`src/hw/rtl/mq_arithmetic_encoder_unit_macros.svh`:
```
// Assertion macros for the MQ encoder unit
`ifndef MQ_ARITHMETIC_ENCODER_UNIT_MACROS_SVH
`define MQ_ARITHMETIC_ENCODER_UNIT_MACROS_SVH
// implication checked on every clock edge outside reset
`define MQ_ASSERT_IMP(label, clk, rst_n, a, c, msg) \
    label: assert property (@(posedge clk) disable iff (!rst_n) (a) |-> (c)) \
        else $error(msg);
// next-cycle implication
`define MQ_ASSERT_NEXT(label, clk, rst_n, a, c, msg) \
    label: assert property (@(posedge clk) disable iff (!rst_n) (a) |=> (c)) \
        else $error(msg);
`endif

```
`src/hw/rtl/mqe_pkg.sv`:
```
// Types, constants and probability tables of the MQ encoder
package mqe_pkg;
    typedef enum logic [2:0] {
        CMD_INIT  = 3'd0,
        CMD_SETCX = 3'd1,
        CMD_ENC   = 3'd2,
        CMD_FLUSH = 3'd3,
        CMD_TERM  = 3'd4,
        CMD_SEG   = 3'd5
    } cmd_t;

    localparam int unsigned MAX_STATE = 46;
    localparam logic [4:0] SEG_CTX = 5'd18;

    typedef struct packed {
        logic [2:0] command;
        logic [4:0] cx;
        logic       decision;
        logic [5:0] state_index;
        logic       mps_value;
    } op_t;

    function automatic logic [15:0] qe_lut(input logic [5:0] s);
        logic [15:0] q;
        case (s)
            6'd0: q = 16'h5601;  6'd1: q = 16'h3401;  6'd2: q = 16'h1801;
            6'd3: q = 16'h0AC1;  6'd4: q = 16'h0521;  6'd5: q = 16'h0221;
            6'd6: q = 16'h5601;  6'd7: q = 16'h5401;  6'd8: q = 16'h4801;
            6'd9: q = 16'h3801;  6'd10: q = 16'h3001; 6'd11: q = 16'h2401;
            6'd12: q = 16'h1C01; 6'd13: q = 16'h1601; 6'd14: q = 16'h5601;
            6'd15: q = 16'h5401; 6'd16: q = 16'h5101; 6'd17: q = 16'h4801;
            6'd18: q = 16'h3801; 6'd19: q = 16'h3401; 6'd20: q = 16'h3001;
            6'd21: q = 16'h2801; 6'd22: q = 16'h2401; 6'd23: q = 16'h2201;
            6'd24: q = 16'h1C01; 6'd25: q = 16'h1801; 6'd26: q = 16'h1601;
            6'd27: q = 16'h1401; 6'd28: q = 16'h1201; 6'd29: q = 16'h1101;
            6'd30: q = 16'h0AC1; 6'd31: q = 16'h09C1; 6'd32: q = 16'h08A1;
            6'd33: q = 16'h0521; 6'd34: q = 16'h0441; 6'd35: q = 16'h02A1;
            6'd36: q = 16'h0221; 6'd37: q = 16'h0141; 6'd38: q = 16'h0111;
            6'd39: q = 16'h0085; 6'd40: q = 16'h0049; 6'd41: q = 16'h0025;
            6'd42: q = 16'h0015; 6'd43: q = 16'h0009; 6'd44: q = 16'h0005;
            6'd45: q = 16'h0001; default: q = 16'h5601;
        endcase
        return q;
    endfunction

    function automatic logic [5:0] nmps_lut(input logic [5:0] s);
        logic [5:0] n;
        case (s)
            6'd5: n = 6'd38;
            6'd13: n = 6'd29;
            6'd45: n = 6'd45;
            6'd46: n = 6'd46;
            default: n = s + 6'd1;
        endcase
        return n;
    endfunction

    function automatic logic [5:0] nlps_lut(input logic [5:0] s);
        logic [5:0] n;
        case (s)
            6'd0: n = 6'd1;   6'd1: n = 6'd6;   6'd2: n = 6'd9;   6'd3: n = 6'd12;
            6'd4: n = 6'd29;  6'd5: n = 6'd33;  6'd6: n = 6'd6;   6'd7: n = 6'd14;
            6'd8: n = 6'd14;  6'd9: n = 6'd14;  6'd10: n = 6'd17; 6'd11: n = 6'd18;
            6'd12: n = 6'd20; 6'd13: n = 6'd21; 6'd14: n = 6'd14; 6'd15: n = 6'd14;
            6'd16: n = 6'd15; 6'd17: n = 6'd16; 6'd18: n = 6'd17; 6'd19: n = 6'd18;
            6'd20: n = 6'd19; 6'd21: n = 6'd19; 6'd46: n = 6'd46;
            default: n = s - 6'd2;
        endcase
        return n;
    endfunction

    function automatic logic swap_lut(input logic [5:0] s);
        return (s == 6'd0) || (s == 6'd6) || (s == 6'd14);
    endfunction
endpackage

```
`src/hw/rtl/mqe_front.sv`:
```
// Front end: accepts command beats, drops ignored ones, expands segment markers
module mqe_front #(
    parameter int NUM_CONTEXTS = 19
) (
    input  logic             clk,
    input  logic             rst_n,
    input  logic             valid,
    output logic             stall,
    input  logic [2:0]       command,
    input  logic [4:0]       context_req,
    input  logic             decision,
    input  logic [5:0]       state_index,
    input  logic             mps_value,
    output logic             q_valid,
    input  logic             q_ready,
    output mqe_pkg::op_t     q_op
);
    import mqe_pkg::*;

    localparam int QD = 2;

    op_t        fifo_reg [QD];
    logic [0:0] wp_reg, rp_reg;
    logic [1:0] cnt_reg;
    logic [1:0] seg_reg;
    logic       seg_busy_reg;
    logic [1:0] seg_next;
    logic       seg_busy_next;
    logic       acc, keep, push, pop, full;
    op_t        pin;

    assign full  = (cnt_reg == 2'(QD));
    assign stall = full || seg_busy_reg;
    assign acc   = valid && !stall;

    always_comb
    begin
        keep = 1'b0;
        case (command)
            CMD_INIT, CMD_FLUSH, CMD_TERM, CMD_SEG: keep = 1'b1;
            CMD_SETCX, CMD_ENC: keep = (32'(context_req) < NUM_CONTEXTS);
            default: keep = 1'b0;
        endcase
    end

    always_comb
    begin
        pin = '0;
        seg_next = seg_reg;
        seg_busy_next = seg_busy_reg;
        push = 1'b0;
        if (seg_busy_reg)
        begin
            if (!full)
            begin
                push = 1'b1;
                pin.command = CMD_SEG;
                pin.cx = SEG_CTX;
                pin.decision = ~seg_reg[0];
                pin.mps_value = (seg_reg == 2'd3);
                seg_next = seg_reg + 2'd1;
                if (seg_reg == 2'd3)
                    seg_busy_next = 1'b0;
            end
        end
        else if (acc && keep)
        begin
            push = 1'b1;
            pin.command = command;
            pin.cx = context_req;
            pin.decision = decision;
            pin.state_index = (state_index > 6'(MAX_STATE)) ? 6'(MAX_STATE) : state_index;
            pin.mps_value = mps_value;
            if (command == CMD_SEG)
            begin
                pin.cx = SEG_CTX;
                pin.decision = 1'b1;
                pin.mps_value = 1'b0;
                seg_next = 2'd1;
                seg_busy_next = 1'b1;
            end
        end
    end

    assign pop     = q_valid && q_ready;
    assign q_valid = (cnt_reg != 2'd0);
    assign q_op    = fifo_reg[rp_reg];

    always_ff @(posedge clk)
    begin
        if (push)
            fifo_reg[wp_reg] <= pin;
    end

    always_ff @(posedge clk or negedge rst_n)
    begin
        if (!rst_n)
        begin
            wp_reg <= '0;
            rp_reg <= '0;
            cnt_reg <= '0;
            seg_reg <= '0;
            seg_busy_reg <= 1'b0;
        end
        else
        begin
            if (push)
                wp_reg <= wp_reg + 1'b1;
            if (pop)
                rp_reg <= rp_reg + 1'b1;
            cnt_reg <= cnt_reg + 2'(push) - 2'(pop);
            seg_reg <= seg_next;
            seg_busy_reg <= seg_busy_next;
        end
    end
endmodule

```
`src/hw/rtl/mqe_back.sv`:
```
// Back end: coding registers, context table, renormalisation and byte output
module mqe_back #(
    parameter int NUM_CONTEXTS = 19
) (
    input  logic           clk,
    input  logic           rst_n,
    input  logic           q_valid,
    output logic           q_ready,
    input  mqe_pkg::op_t   q_op,
    output logic           valid,
    input  logic           stall,
    output logic [7:0]     out_byte,
    output logic           last
);
    import mqe_pkg::*;

    typedef enum logic [4:0] {
        S_IDLE  = 5'b00001,
        S_REN   = 5'b00010,
        S_FL    = 5'b00100,
        S_TERM  = 5'b01000,
        S_FIN   = 5'b10000
    } st_t;

    localparam int CXW = $clog2(NUM_CONTEXTS);

    st_t         st_reg, st_next;
    logic [15:0] a_reg, a_next;
    logic [27:0] c_reg, c_next;
    logic [3:0]  ct_reg, ct_next;
    logic [7:0]  b_reg, b_next;
    logic        bv_reg, bv_next;
    logic [5:0]  cst_reg [NUM_CONTEXTS];
    logic        cmps_reg [NUM_CONTEXTS];
    logic [1:0]  phase_reg, phase_next;
    logic [4:0]  tk_reg, tk_next;
    logic        seg_reg, seg_next;
    logic        ob_full_reg, ob_full_next;
    logic [7:0]  ob_byte_reg, ob_byte_next;
    logic        ob_last_reg, ob_last_next;
    logic        hold_reg, hold_next;
    logic [7:0]  hb_reg, hb_next;
    logic        cx_we;
    logic [CXW-1:0] cx_wa;
    logic [5:0]  cx_ws;
    logic        cx_wm;
    logic        em_go;

    // one byte-out step on given C / pending, result into *_bo
    logic [27:0] c_bo;
    logic [7:0]  b_bo;
    logic [3:0]  ct_bo;
    logic        em_bo;
    logic [7:0]  emb_bo;

    function automatic void byteout(input logic [27:0] c, input logic [7:0] b,
                                    input logic bv, output logic [27:0] co,
                                    output logic [7:0] bo, output logic [3:0] cto,
                                    output logic em, output logic [7:0] emb);
        logic [7:0] bb;
        logic [27:0] cc;
        bb = b;
        cc = c;
        if (b != 8'hFF && c[27])
        begin
            bb = b + 8'd1;
            if (bb == 8'hFF)
                cc[27] = 1'b0;
        end
        em = bv;
        emb = bb;
        if (bb == 8'hFF)
        begin
            bo = cc[27:20];
            co = {8'd0, cc[19:0]};
            cto = 4'd7;
        end
        else
        begin
            bo = cc[26:19];
            co = {9'd0, cc[18:0]};
            cto = 4'd8;
        end
    endfunction

    logic [27:0] c_src;
    assign c_src = (st_reg == S_REN) ? {c_reg[26:0], 1'b0} :
                   (st_reg == S_TERM && (tk_reg == 5'd0 || tk_reg[4])) ? c_reg :
                   (c_reg << ct_reg);

    always_comb
    begin
        byteout(c_src, b_reg, bv_reg, c_bo, b_bo, ct_bo, em_bo, emb_bo);
    end

    logic out_free;
    assign out_free = !ob_full_reg || !stall;
    assign valid    = ob_full_reg;
    assign out_byte = ob_byte_reg;
    assign last     = ob_last_reg;

    logic [5:0]  s;
    logic        m;
    logic [15:0] qe, am;
    logic [28:0] sum;
    logic [27:0] cf;
    logic [CXW-1:0] cxi;

    assign cxi = q_op.cx[CXW-1:0];
    assign s   = cst_reg[cxi];
    assign m   = cmps_reg[cxi];
    assign qe  = qe_lut(s);
    assign am  = a_reg - qe;

    assign q_ready = (st_reg == S_IDLE) && !(hold_reg && !seg_reg) && out_free;

    always_comb
    begin
        st_next = st_reg;
        a_next = a_reg; c_next = c_reg; ct_next = ct_reg;
        b_next = b_reg; bv_next = bv_reg;
        phase_next = phase_reg; tk_next = tk_reg; seg_next = seg_reg;
        ob_full_next = ob_full_reg && stall;
        ob_byte_next = ob_byte_reg; ob_last_next = ob_last_reg;
        hold_next = hold_reg; hb_next = hb_reg;
        cx_we = 1'b0; cx_wa = cxi; cx_ws = s; cx_wm = m;
        sum = '0; cf = '0;
        em_go = 1'b0;
        unique case (st_reg)
            S_IDLE:
            begin
                if (hold_reg && !seg_reg && out_free)
                begin
                    ob_full_next = 1'b1;
                    ob_byte_next = hb_reg;
                    ob_last_next = 1'b1;
                    hold_next = 1'b0;
                end
                else if (q_valid && q_ready)
                begin
                    unique case (q_op.command)
                        CMD_INIT:
                        begin
                            a_next = 16'h8000; c_next = '0; ct_next = 4'd12;
                            b_next = '0; bv_next = 1'b0;
                        end
                        CMD_SETCX:
                        begin
                            cx_we = 1'b1;
                            cx_ws = q_op.state_index;
                            cx_wm = q_op.mps_value;
                        end
                        CMD_FLUSH:
                        begin
                            sum = {1'b0, c_reg} + 29'(a_reg);
                            cf = c_reg | 28'hFFFF;
                            if ({1'b0, cf} >= sum)
                                cf = cf - 28'h8000;
                            c_next = cf;
                            phase_next = 2'd0;
                            st_next = S_FL;
                        end
                        CMD_TERM:
                        begin
                            tk_next = 5'd12 - 5'(ct_reg);
                            st_next = S_TERM;
                        end
                        default:
                        begin
                            seg_next = (q_op.command == CMD_SEG) && !q_op.mps_value;
                            cx_we = 1'b1;
                            if (q_op.decision == m)
                            begin
                                if (!am[15])
                                begin
                                    if (am < qe) a_next = qe;
                                    else
                                    begin
                                        a_next = am;
                                        c_next = c_reg + 28'(qe);
                                    end
                                    cx_ws = nmps_lut(s);
                                    st_next = S_REN;
                                end
                                else
                                begin
                                    a_next = am;
                                    c_next = c_reg + 28'(qe);
                                    st_next = S_FIN;
                                end
                            end
                            else
                            begin
                                if (am < qe)
                                begin
                                    a_next = am;
                                    c_next = c_reg + 28'(qe);
                                end
                                else
                                    a_next = qe;
                                if (swap_lut(s)) cx_wm = ~m;
                                cx_ws = nlps_lut(s);
                                st_next = S_REN;
                            end
                        end
                    endcase
                end
            end
            S_REN:
            begin
                if (out_free)
                begin
                    a_next = {a_reg[14:0], 1'b0};
                    ct_next = ct_reg - 4'd1;
                    c_next = {c_reg[26:0], 1'b0};
                    if (ct_reg == 4'd1)
                    begin
                        c_next = c_bo; b_next = b_bo; ct_next = ct_bo; bv_next = 1'b1;
                        if (em_bo)
                        begin
                            if (hold_reg)
                            begin
                                ob_full_next = 1'b1;
                                ob_byte_next = hb_reg;
                                ob_last_next = 1'b0;
                            end
                            hold_next = 1'b1;
                            hb_next = emb_bo;
                        end
                    end
                    if (a_reg[14])
                        st_next = S_FIN;
                end
            end
            S_FL:
            begin
                if (out_free)
                begin
                    if (phase_reg != 2'd2)
                    begin
                        c_next = c_bo; b_next = b_bo; ct_next = ct_bo; bv_next = 1'b1;
                        if (em_bo)
                        begin
                            if (hold_reg)
                            begin
                                ob_full_next = 1'b1;
                                ob_byte_next = hb_reg;
                                ob_last_next = 1'b0;
                            end
                            hold_next = 1'b1;
                            hb_next = emb_bo;
                        end
                        phase_next = phase_reg + 2'd1;
                    end
                    else
                    begin
                        if (bv_reg && b_reg != 8'hFF)
                        begin
                            if (hold_reg)
                            begin
                                ob_full_next = 1'b1;
                                ob_byte_next = hb_reg;
                                ob_last_next = 1'b0;
                            end
                            hold_next = 1'b1;
                            hb_next = b_reg;
                        end
                        b_next = '0; bv_next = 1'b0;
                        st_next = S_IDLE;
                    end
                end
            end
            S_TERM:
            begin
                if (out_free)
                begin
                    em_go = em_bo;
                    if (tk_reg != 5'd0 && !tk_reg[4])
                    begin
                        c_next = c_bo; b_next = b_bo; ct_next = ct_bo; bv_next = 1'b1;
                        tk_next = tk_reg - 5'(ct_bo);
                    end
                    else
                    begin
                        if (b_reg != 8'hFF)
                        begin
                            c_next = c_bo;
                            ct_next = ct_bo;
                        end
                        else
                            em_go = 1'b0;
                        b_next = '0; bv_next = 1'b0;
                        st_next = S_IDLE;
                    end
                    if (em_go)
                    begin
                        if (hold_reg)
                        begin
                            ob_full_next = 1'b1;
                            ob_byte_next = hb_reg;
                            ob_last_next = 1'b0;
                        end
                        hold_next = 1'b1;
                        hb_next = emb_bo;
                    end
                end
            end
            S_FIN: st_next = S_IDLE;
            default: st_next = S_IDLE;
        endcase
    end

    always_ff @(posedge clk)
    begin
        ob_byte_reg <= ob_byte_next;
        ob_last_reg <= ob_last_next;
        hb_reg <= hb_next;
    end

    always_ff @(posedge clk or negedge rst_n)
    begin
        if (!rst_n)
        begin
            st_reg <= S_IDLE;
            bv_reg <= 1'b0;
            ob_full_reg <= 1'b0;
            hold_reg <= 1'b0;
            a_reg <= 16'h8000;
            c_reg <= '0;
            ct_reg <= 4'd12;
            b_reg <= '0;
            phase_reg <= '0;
            tk_reg <= '0;
            seg_reg <= 1'b0;
            for (int i = 0; i < NUM_CONTEXTS; i++)
            begin
                cst_reg[i] <= '0;
                cmps_reg[i] <= 1'b0;
            end
        end
        else
        begin
            st_reg <= st_next;
            bv_reg <= bv_next;
            ob_full_reg <= ob_full_next;
            hold_reg <= hold_next;
            a_reg <= a_next; c_reg <= c_next; ct_reg <= ct_next; b_reg <= b_next;
            phase_reg <= phase_next; tk_reg <= tk_next; seg_reg <= seg_next;
            if (cx_we)
            begin
                cst_reg[cx_wa] <= cx_ws;
                cmps_reg[cx_wa] <= cx_wm;
            end
        end
    end
endmodule

```
`src/hw/rtl/mq_arithmetic_encoder_unit.sv`:
```
// Top level of the MQ arithmetic encoder unit
// Usage:
//   Input channel (valid / stall) carries one command beat: init, set
//   context, encode, flush, predictable termination or segment marker.
//   Output channel (valid / stall) carries finished code bytes; last marks
//   the final byte that a command produced.
//   A command enters a two-entry queue in the front end; the back end takes
//   it when idle. An encode does up to 15 renormalising shifts and a finish
//   step; flush two byte-out steps and a final one; termination byte-out steps.
//   A segment marker expands into four encodes in context 18.
//   The last byte of a command is held back until the command ends, so it
//   is output only after its command completes.
//   The renormalisation loop, one bit per cycle while the output is not stalled, sets the rate.
//   Reset clears the coder to interval 0x8000, countdown 12 and no pending
//   byte, and sets every context to state 0 with MPS 0; init keeps the
//   context table.
//   A stall on a waiting output byte holds the back end; the queue then fills and the
//   input stall rises.
module mq_arithmetic_encoder_unit #(
    parameter int NUM_CONTEXTS = 19
) (
    input  logic       clk,
    input  logic       rst_n,
    input  logic       in_valid,
    output logic       in_stall,
    input  logic [2:0] command,
    input  logic [4:0] context_req,
    input  logic       decision,
    input  logic [5:0] state_index,
    input  logic       mps_value,
    output logic       out_valid,
    input  logic       out_stall,
    output logic [7:0] out_byte,
    output logic       last
);
    import mqe_pkg::*;
    `include "mq_arithmetic_encoder_unit_macros.svh"

    logic q_valid, q_ready;
    op_t  q_op;

    mqe_front #(.NUM_CONTEXTS(NUM_CONTEXTS)) u_front (
        .clk, .rst_n, .valid(in_valid), .stall(in_stall), .command, .context_req,
        .decision, .state_index, .mps_value, .q_valid, .q_ready, .q_op
    );

    mqe_back #(.NUM_CONTEXTS(NUM_CONTEXTS)) u_back (
        .clk, .rst_n, .q_valid, .q_ready, .q_op, .valid(out_valid),
        .stall(out_stall), .out_byte, .last
    );

    `MQ_ASSERT_NEXT(a_out_hold, clk, rst_n, out_valid && out_stall, out_valid,
        "output beat dropped under stall")
    `MQ_ASSERT_NEXT(a_byte_hold, clk, rst_n, out_valid && out_stall,
        $stable(out_byte), "output byte changed under stall")
    `MQ_ASSERT_NEXT(a_last_hold, clk, rst_n, out_valid && out_stall,
        $stable(last), "last flag changed under stall")
endmodule
```
`config.mk`:
```
export PLATFORM = sky130hd
export DESIGN_NAME = mq_arithmetic_encoder_unit
export DESIGN_NICKNAME = d
export VERILOG_FILES = /design/src/hw/rtl/mqe_pkg.sv /design/src/hw/rtl/mqe_front.sv /design/src/hw/rtl/mqe_back.sv /design/src/hw/rtl/mq_arithmetic_encoder_unit.sv
export VERILOG_INCLUDE_DIRS = /design/src /design/src/hw/rtl
export SDC_FILE = /design/constraint.sdc
export NUM_CORES = 1
export LEC_CHECK = 0
export BUFFER_PORTS_ARGS = -buffer_cell sky130_fd_sc_hd__buf_2
export CELL_PAD_IN_SITES_DETAIL_PLACEMENT = 1
export CELL_PAD_IN_SITES_GLOBAL_PLACEMENT = 2
export CORE_MARGIN = 2
export CORE_UTILIZATION = 37
export DETAILED_ROUTE_END_ITERATION = 10
export MAX_ROUTING_LAYER = met4
export PLACE_DENSITY = 0.8
export SLEW_MARGIN = 20
export SYNTH_ARGS = -nofsm -noshare
export SYNTH_HDL_FRONTEND = slang
export SYNTH_SLANG_ARGS = --single-unit
```
`constraint.sdc`:
```
create_clock -name clk -period 7.92 [get_ports clk]
set_input_delay 1.188 -clock clk [delete_from_list [all_inputs] [get_ports clk]]
set_output_delay 1.188 -clock clk [all_outputs]
set_load 0.02 [all_outputs]
```
==> impl_metrics.json, run 1 <==
{
  "status": "completed",
  "final-hold-violation-count": 0,
  "fmax_mhz": 134,
  "io_pins": 31,
  "io_buffers": 30,
  "synth_fp_nets": 2330,
  "crit_arrival_ns": 7.91,
  "ys_types": 102,
  "setup_viol": 0,
  "cp_common_cell": "a21oi_1",
  "async_reset_ff_share_pct": 81.2,
  "antenna_cells": 0,
  "cap_viol_max_count": 0,
  "synth_top_flop_cell": "dfrtp_1",
  "drive_gt1_share_pct": 13.6,
  "antenna_found_initial": 1,
  "synth_top_area_share_pct": 26.9,
  "drtIter0Drc": 1086,
  "yosysWarnings": 0,
  "r2r_slack_ns": 0.43,
  "cts.reportedPaths.clkPinSlew_ns": 0.06,
  "final_util_pct": 41.8,
  "gp_congestion": 0.881,
  "die_y_microns": 233,
  "clk_latency_ns": 0.57,
  "holdCritPathClass": "reg -> reg",
  "cts_hold_buf": 0,
  "crit_type": "reg -> reg",
  "dp_hpwl_mm": 52.2,
  "startpoint": "u_front.fifo_reg[1][9]$_DFFE_PP_",
  "period_needed_ns": 7.49,
  "ant_nets": 0,
  "viasPerCell": 6.11,
  "cts_max_path_buffers": 3,
  "slowest_stage": "edfxtp_1",
  "vias": 17800,
  "die-area_sq_um": 54100,
  "syn_avg_cell_area_sq_um": 8.73,
  "synth_most_common_cell": "nand2_1",
  "whs_ns": 0.477,
  "syn_inst": 2214,
  "worstPathRequired_ns": 8.34,
  "ys_seq_area_share_pct": 35.1,
  "core_sq_um": 51500,
  "synth.largest_area_cell": "dfrtp_1",
  "wire_per_inst_microns": 24.3,
  "gr-usage-all-layers_pct": 27.1,
  "ys_ff_latch": 261,
  "grt_pass1_wl_mm": 111,
  "drt_pass1_iterations": 5,
  "cts_root_buf": "clkbuf_16",
  "nNetsFinal": 2326,
  "core.rowCount": 83,
  "critPathMaxFanout": 15,
  "cts_tree": "yes",
  "remaining_drc_errors": 0,
  "worstSetupEndpointType": "register",
  "cts_inserted_buffers": 34,
  "synth-edff-count": 49,
  "timing.rr.start": "u_front.fifo_reg[1][9]$_DFFE_PP_",
  "startpoint_type": "register",
  "critical_path.max_stage_delay_ns": 0.54,
  "finalWirelength_mm": 70.8,
  "grt_pass1_vias": 18300,
  "largest_reg_flops": 114,
  "hold_start": "u_back.cst_reg[49]$_DFFE_PN0P_",
  "clock_skew_ns": 0.0184,
  "rsz0062_at_grt": "no",
  "die_x_microns": 233,
  "grt_overflow": 0,
  "syn_area_sq_um": 19300,
  "ys_top_cells_by_count": "302 x nand2_1, 233 x o21ai_0, 208 x dfrtp_1, 185 x a21oi_1, 160 x nor2_1",
  "fin_crit_sh_pct": 94.5,
  "htreeDepth": 2,
  "syn2layout_area_growth_pct": 11.4,
  "synth.area.top_cells": "dfrtp_1 27%, edfxtp_1 7.6%, ha_1 6.1%, o21ai_0 6.0%, nand2_1 5.9%",
  "relSlewSlack_pct": 19.8,
  "setup_tns_ns": 0,
  "slew_violations": 0,
  "clkSinkCount": 261,
  "start_util_pct": 37.5,
  "grt_max_degree": 79,
  "worstMarginPinSlew_ns": 1.20
}
[layer usage]
| metal | vias to the layer above | track usage [%] | wire length (microns) |
|---|---|---|---|
| li1 | 8197 | - | - |
| met1 | 8995 | 37.8 | 33600 |
| met2 | 508 | 40.8 | 31300 |
| met3 | 98 | 4.75 | 4450 |
| met4 | 0 | 6.65 | 1460 |
| met5 | - | - | 0 |
[worst max-delay path: cells and delay by family, from the launching register on]
family                     cells  cell delay [ns]
AOI/OAI and AO/OA             15             2.86
xor gates and xnor gates       2             0.41
adders and majority gates      3             1.02
buffers and inverters          5             0.79
DFF                            1             0.54
muxes                          2             0.84
and+or+nand+nor                3             0.88
[metrics by stage]
stage	worst slack [ns]	cell area, sq um	cells
final	0.433	21500	2915
after floorplan	0.396	19300	2214
after global placement	0.180	20200	2844
after global routing	0.00887	21500	2915
after CTS	0.0784	21400	2905
after detailed placement	0.134	20200	2844
[cells in the final DEF, fill, tap and decap left out, types with 9 or more instances in the layout]
cell,netlist,final
clkbuf_16,0,34
o21ai_1,33,34
a211oi_1,37,37
a22oi_1,13,13
o21bai_1,17,16
a221o_1,13,13
o31ai_1,13,13
o211ai_1,14,14
o21a_1,30,30
and3_1,22,21
a21oi_1,185,182
xnor2_1,31,31
nor2b_1,11,11
inv_1,62,62
a31oi_1,19,18
mux4_2,32,32
mux2_2,39,38
nand2b_1,15,15
and2_1,26,26
nor3_1,39,39
o221ai_1,12,11
o21ai_0,233,232
ha_1,94,93
buf_4,6,69
a221oi_1,10,10
o22ai_1,25,24
a41oi_1,10,10
buf_2,23,29
a21o_1,19,19
xor2_1,20,20
a22o_1,9,9
nand2_1,302,302
nand3_1,34,34
or2_2,13,14
edfxtp_1,49,49
or3_1,9,9
nor2_1,160,160
dfrtp_1,208,208
mux2i_1,60,60
[what timing repair did]
item	4_1_cts	5_1_grt
buffers inserted	0	10
resized for setup	0	20
endpoints found under the setup margin	0	106
[cells by family (layout without fill, tap and decap cells)]
logic type	count (synthesis)	in the layout	share of synthesized area (%)
AO/OA/AOI/OAI	784	784	26.2
buffers and inverters	206	227	4.50
flip-flops	261	261	35.1
AND/OR/NAND/NOR	683	683	16.3
multiplexers	132	132	9.22
adder cells (fa/ha/maj)	96	96	6.29
XOR/XNOR	52	52	2.39
[final cells by class]
type                            instances  area (sq um)
Clock inverter                         16           233
Sequential cell                       261          6780
Clock buffer                           45           972
Inverter                               66           250
Fill cell                            6007         30000
Multi-Input combinational cell       1747         11800
Timing Repair Buffer                  100           689
Tap cell                              680           851
[worst paths after layout]
kind,depth (start not counted),endpoint
worst max-delay path,30,u_back.c_reg[0]$_DFFE_PN0P_
worst min-delay path,2,u_back.cst_reg[49]$_DFFE_PN0P_
worst max register to register,30,u_back.c_reg[0]$_DFFE_PN0P_
worst min register to register,2,u_back.cst_reg[49]$_DFFE_PN0P_
max in group asynchronous,2,u_back.tk_reg[0]$_DFFE_PN0P_
min in group asynchronous,1,u_back.cst_reg[65]$_DFFE_PN0P_
Power of run 1 is not shown: default switching activity piles up to over one toggle a cycle in this logic, so the estimate is an artifact.
==> inputs of run 2 (changes only) <==
--- a/config.mk
+++ b/config.mk
@@ -17,4 +17,5 @@
 export SLEW_MARGIN = 20
 export SYNTH_ARGS = -nofsm -noshare
 export SYNTH_HDL_FRONTEND = slang
+export SYNTH_HIERARCHICAL = 1
 export SYNTH_SLANG_ARGS = --single-unit
==> impl_metrics.json, run 2 <==
{
  "fillers": 6001,
  "setup_tns_ns": 0,
  "stdcell_area_sq_um": 21600,
  "final-hold-violation-count": 0,
  "synth_top_area_share_pct": 26.9,
  "crit_type": "reg -> reg",
  "syn_inst": 2215,
  "clock_skew_ns": 0.0255,
  "grt_pass1_vias": 18400,
  "hold_start": "u_back/cst_reg[40]$_DFFE_PN0P_",
  "grt_overflow": 0,
  "crit_arrival_ns": 7.77,
  "setup_viol": 0,
  "remaining_drc_errors": 0,
  "drive_gt1_share_pct": 14.0,
  "antenna_found_initial": 0,
  "syn_avg_cell_area_sq_um": 8.73,
  "dp_slack_ns": 0.209,
  "wl_met3_mm": 2.20,
  "yosysWarnings": 6,
  "die_x_microns": 233,
  "largest_reg_flops": 114,
  "fmax_mhz": 136,
  "cp_common_cell": "nand2_1",
  "drtIter0Drc": 1147,
  "cts.reportedPaths.clkPinSlew_ns": 0.06,
  "synth.largest_area_cell": "dfrtp_1",
  "period_needed_ns": 7.35,
  "critical_path.max_stage_delay_ns": 0.52,
  "startpoint_type": "register",
  "holdCritPathClass": "reg -> reg",
  "status": "completed",
  "synth-edff-count": 49,
  "nNetsFinal": 2328,
  "wire_per_inst_microns": 23.6,
  "grt_pass1_wl_mm": 109,
  "dr_wl_met2_mm": 33.6,
  "cap_viol_max_count": 0,
  "cts_inserted_buffers": 34,
  "slew_violations": 0,
  "wl_met1_mm": 31.4,
  "syn2layout_area_growth_pct": 11.7,
  "clkSinkCount": 261,
  "core_sq_um": 51500,
  "io_buffers": 30,
  "ys_ff_latch": 261,
  "io_pins": 31,
  "place_area_sq_um": 20400,
  "viasPerCell": 6.03,
  "cts_hold_buf": 0,
  "vias": 17600,
  "gr-usage-all-layers_pct": 26.3,
  "reg2reg_depth": 33,
  "relSlewSlack_pct": 26.9,
  "cts_max_path_buffers": 3,
  "ant_nets": 0,
  "antenna_cells": 0,
  "worstSetupEndpointType": "register",
  "finalWirelength_mm": 68.8,
  "synth_top_flop_cell": "dfrtp_1",
  "worstMarginPinSlew_ns": 1.09,
  "worstPathRequired_ns": 8.34,
  "setup_slack_ns": 0.573,
  "cts_tree": "yes",
  "min_to": "u_back/cst_reg[40]$_DFFE_PN0P_",
  "dp_hpwl_mm": 50.5,
  "ys_types": 97,
  "ys_seq_area_share_pct": 35.1,
  "die-area_sq_um": 54100,
  "fin_crit_sh_pct": 92.8,
  "grt_max_degree": 97,
  "async_reset_ff_share_pct": 81.2,
  "drt_pass1_iterations": 5,
  "final_cell_mix": "334 x nand2_1, 227 x o21ai_0, 207 x dfrtp_1, 155 x a21oi_1, 143 x nor2_1",
  "critPathMaxFanout": 21,
  "core.rowCount": 83,
  "cts_root_buf": "clkbuf_16",
  "synth_most_common_cell": "nand2_1",
  "slowest_stage": "mux4_2",
  "whs_ns": 0.478,
  "r2r-end": "u_back/c_reg[23]$_DFFE_PN0P_",
  "top_layer": "met4",
  "syn_area_sq_um": 19300,
  "htreeDepth": 2,
  "gp_congestion": 0.926,
  "synth.area.top_cells": "dfrtp_1 27%, edfxtp_1 7.6%, nand2_1 6.5%, ha_1 6.0%, o21ai_0 6.0%",
  "synth_fp_nets": 2330,
  "r2r_slack_ns": 0.57,
  "start_util_pct": 37.6,
  "ys_top_cells_by_count": "334 x nand2_1, 230 x o21ai_0, 208 x dfrtp_1, 159 x a21oi_1, 144 x nor2_1",
  "clk_latency_ns": 0.55,
  "die_y_microns": 233,
  "layout.cells.most_common": "nand2_1",
  "min_path_cells": 2,
  "timing.rr.start": "u_front/rp_reg$_DFFE_PN0P_"
}
run 2: changes by cell type in the layout (fill, tap and decap cells not counted), moves of 17 or more:
| cell | previous run | this run |
|---|---|---|
| o31ai_1 | 13 | 31 |
| mux2i_1 | 60 | 79 |
| o21a_1 | 30 | 9 |
| nor2_1 | 160 | 143 |
| mux2_2 | 38 | 61 |
| o21ai_1 | 34 | 6 |
| nand2_1 | 302 | 334 |
| a21oi_1 | 182 | 155 |
run 2: logic make-up (layout without fill, tap and decap cells):
| group | Yosys count | after routing | share of synthesized area [%] |
|---|---|---|---|
| xor gates and xnor gates | 50 | 50 | 2.26 |
| DFF | 261 | 261 | 35.1 |
| buffers and inverters | 204 | 226 | 4.27 |
| and+or+nand+nor | 734 | 734 | 17.4 |
| adders and majority gates | 95 | 95 | 6.22 |
| AOI/OAI and AO/OA | 693 | 693 | 22.9 |
| muxes | 178 | 178 | 11.8 |
run 2: how the worst max path moves through the flow:
stage                               startpoint                            to
global placement    u_front/rp_reg$_DFFE_PN0P_  u_back/c_reg[23]$_DFFE_PN0P_
detailed placement  u_front/rp_reg$_DFFE_PN0P_  u_back/c_reg[23]$_DFFE_PN0P_
CTS                 u_front/rp_reg$_DFFE_PN0P_  u_back/c_reg[23]$_DFFE_PN0P_
global route        u_front/rp_reg$_DFFE_PN0P_  u_back/c_reg[23]$_DFFE_PN0P_
floorplan           u_front/rp_reg$_DFFE_PN0P_  u_back/c_reg[23]$_DFFE_PN0P_
finish              u_front/rp_reg$_DFFE_PN0P_  u_back/c_reg[23]$_DFFE_PN0P_
run 2: repair_timing:
| action | in CTS | in global routing |
|---|---|---|
| gates resized for setup | 0 | 20 |
| endpoints found under the setup margin | 0 | 62 |
| setup buffers | 0 | 1 |
run 2: cell type report:
class                           count  area (sq um)  area share, %
Tap cell                          680           851           3.94
Sequential cell                   261          6780           31.4
Inverter                           58           220           1.02
Multi-Input combinational cell   1750         11800           54.8
Clock buffer                       48           975           4.51
Timing Repair Buffer              108           772           3.57
Clock inverter                     12           166          0.770
run 2: worst max-delay path, delay by kind of cell, from the launching register on:
| kind | cells | cell delay [ns] |
|---|---|---|
| AOI/OAI and AO/OA | 14 | 2.86 |
| xor gates and xnor gates | 2 | 0.32 |
| buffers and inverters | 5 | 0.91 |
| adders and majority gates | 3 | 0.83 |
| DFF | 1 | 0.47 |
| muxes | 4 | 1.24 |
| and+or+nand+nor | 5 | 0.54 |
run 2: through the flow:
stage / instances / util (%)
6_report: 2917 / 42.0
5_1_grt: 2917 / 42.0
4_1_cts: 2915 / 41.8
3_5_place_dp: 2855 / 39.6
3_3_place_gp: 2855 / 39.6
2_1_floorplan: 2215 / -
run 2: routing by layer:
metal | track usage [%] | vias up
met5 | - | -
met4 | 6.51 | 0
met3 | 2.43 | 95
met2 | 43.9 | 311
met1 | 34.4 | 9009
li1 | - | 8160
Power of run 2 is left out for the same reason.
==> inputs of run 3 (changes only) <==
--- a/config.mk
+++ b/config.mk
@@ -13,7 +13,7 @@
 export CORE_UTILIZATION = 37
 export DETAILED_ROUTE_END_ITERATION = 10
 export MAX_ROUTING_LAYER = met4
-export PLACE_DENSITY = 0.8
+export PLACE_DENSITY_LB_ADDON = 0.2
 export SLEW_MARGIN = 20
 export SYNTH_ARGS = -nofsm -noshare
 export SYNTH_HDL_FRONTEND = slang
==> impl_metrics.json, run 3 (same netlist as run 2, synthesis figures left out) <==
{
  "start_util_pct": 37.6,
  "cts_hold_buf": 0,
  "grt_pass1_vias": 18200,
  "io_pins": 31,
  "drtIter0Drc": 1182,
  "core_sq_um": 51500,
  "grt_overflow": 0,
  "wire_per_inst_microns": 23.5,
  "status": "completed",
  "cap_viol_max_count": 0,
  "die_y_microns": 233,
  "crit_type": "reg -> reg",
  "dp_hpwl_mm": 50.1,
  "antenna_found_initial": 1,
  "gr-usage-all-layers_pct": 26.3,
  "dp.cells": 2849,
  "cts_max_path_buffers": 3,
  "fillers": 6014,
  "grt_pass1_wl_mm": 109,
  "rsz0062_at_grt": "no",
  "cts_resized": 1,
  "startpoint_type": "register",
  "nNetsFinal": 2321,
  "worstMarginPinSlew_ns": 0.998,
  "setup_slack_ns": 0.474,
  "gp_congestion": 0.928,
  "relSlewSlack_pct": 33.0,
  "clkSinkCount": 261,
  "critical_path.max_stage_delay_ns": 0.54,
  "crit_arrival_ns": 7.87,
  "setup_tns_ns": 0,
  "cts_tree": "yes",
  "die-area_sq_um": 54100,
  "die_x_microns": 233,
  "dp_slack_ns": -0.103,
  "cts.reportedPaths.clkPinSlew_ns": 0.06,
  "cts_inserted_buffers": 34,
  "final_cell_mix": "334 x nand2_1, 228 x o21ai_0, 207 x dfrtp_1, 156 x a21oi_1, 143 x nor2_1",
  "worstPathRequired_ns": 8.35,
  "setup_viol": 0,
  "holdCritPathClass": "reg -> reg",
  "grt_max_degree": 79,
  "ant_nets": 0,
  "layout.cells.most_common": "nand2_1",
  "finalWirelength_mm": 68.4,
  "largest_reg_flops": 114,
  "cp_common_cell": "a21oi_1",
  "worstSetupEndpointType": "register",
  "final-hold-violation-count": 0,
  "slew_violations": 0,
  "slowest_stage": "mux4_2",
  "clock_skew_ns": 0.0431,
  "htreeDepth": 2,
  "cts_root_buf": "clkbuf_16",
  "io_buffers": 30,
  "syn2layout_area_growth_pct": 11.6,
  "vias": 17500,
  "fmax_mhz": 134,
  "fin_cells": 2913,
  "core.rowCount": 83,
  "viasPerCell": 5.99,
  "remaining_drc_errors": 0,
  "fin_crit_sh_pct": 94.0,
  "clk_latency_ns": 0.56,
  "critPathMaxFanout": 21,
  "drive_gt1_share_pct": 13.6,
  "drt_pass1_iterations": 5,
  "postCtsSetupBuffers": 0,
  "period_needed_ns": 7.45
}
## run 3: cell count changes in the layout (fill, tap and decap cells not counted), sizes merged
cell    delta
clkinv     +1
bufinv     +1
inv        +2
diode      +1
clkbuf     -3
buf        -6
## run 3: stage by stage
step                      instance area [sq um]  utilization (%)  hold WS (ns)
after floorplan                           19300                -         0.442
after global placement                    20300             39.5         0.458
after detailed placement                  20300             39.5         0.470
after CTS                                 21500             41.8         0.484
after global routing                      21600             41.9         0.500
final                                     21600             41.9         0.478
## run 3: area by class of cell
| class | instances | area [sq um] | area share (%) |
|---|---|---|---|
| Multi-Input combinational cell | 1750 | 11800 | 54.8 |
| Sequential cell | 261 | 6780 | 31.4 |
| Clock buffer | 46 | 956 | 4.43 |
| Tap cell | 680 | 851 | 3.94 |
| Timing Repair Buffer | 101 | 716 | 3.31 |
| Clock inverter | 16 | 226 | 1.05 |
| Inverter | 58 | 220 | 1.02 |
| Antenna cell | 1 | 2.50 | 0.0116 |
## run 3: path summary, 6_finish.rpt
kind	start	end	slack (ns)	depth (start not counted)
min in group asynchronous	rst_n	u_back/cst_reg[112]$_DFFE_PN0P_	0.62	1
max in group asynchronous	rst_n	u_back/c_reg[12]$_DFFE_PN0P_	5.86	2
hold / removal	u_back/cst_reg[33]$_DFFE_PN0P_	u_back/cst_reg[33]$_DFFE_PN0P_	0.48	2
setup reg to reg	u_front/rp_reg$_DFFE_PN0P_	u_back/c_reg[23]$_DFFE_PN0P_	0.47	32
setup / recovery	u_front/rp_reg$_DFFE_PN0P_	u_back/c_reg[23]$_DFFE_PN0P_	0.47	32
hold reg to reg	u_back/cst_reg[33]$_DFFE_PN0P_	u_back/cst_reg[33]$_DFFE_PN0P_	0.48	2
## run 3: critical path: cells and delay by family, from the launching register on
| kind | cells | cell delay, ns |
|---|---|---|
| adders and majority gates | 3 | 0.89 |
| DFF | 1 | 0.46 |
| buffers and inverters | 5 | 0.88 |
| muxes | 4 | 1.34 |
| and+or+nand+nor | 3 | 0.32 |
| xor gates and xnor gates | 1 | 0.15 |
| AOI/OAI and AO/OA | 16 | 3.24 |
## run 3: routing by layer
layer,track usage (%),routed length (microns)
met1,33.5,30800
met2,44.1,33500
met3,2.38,1980
met4,8.50,2210
met5,-,0
Power of run 3 is left out for the same reason.
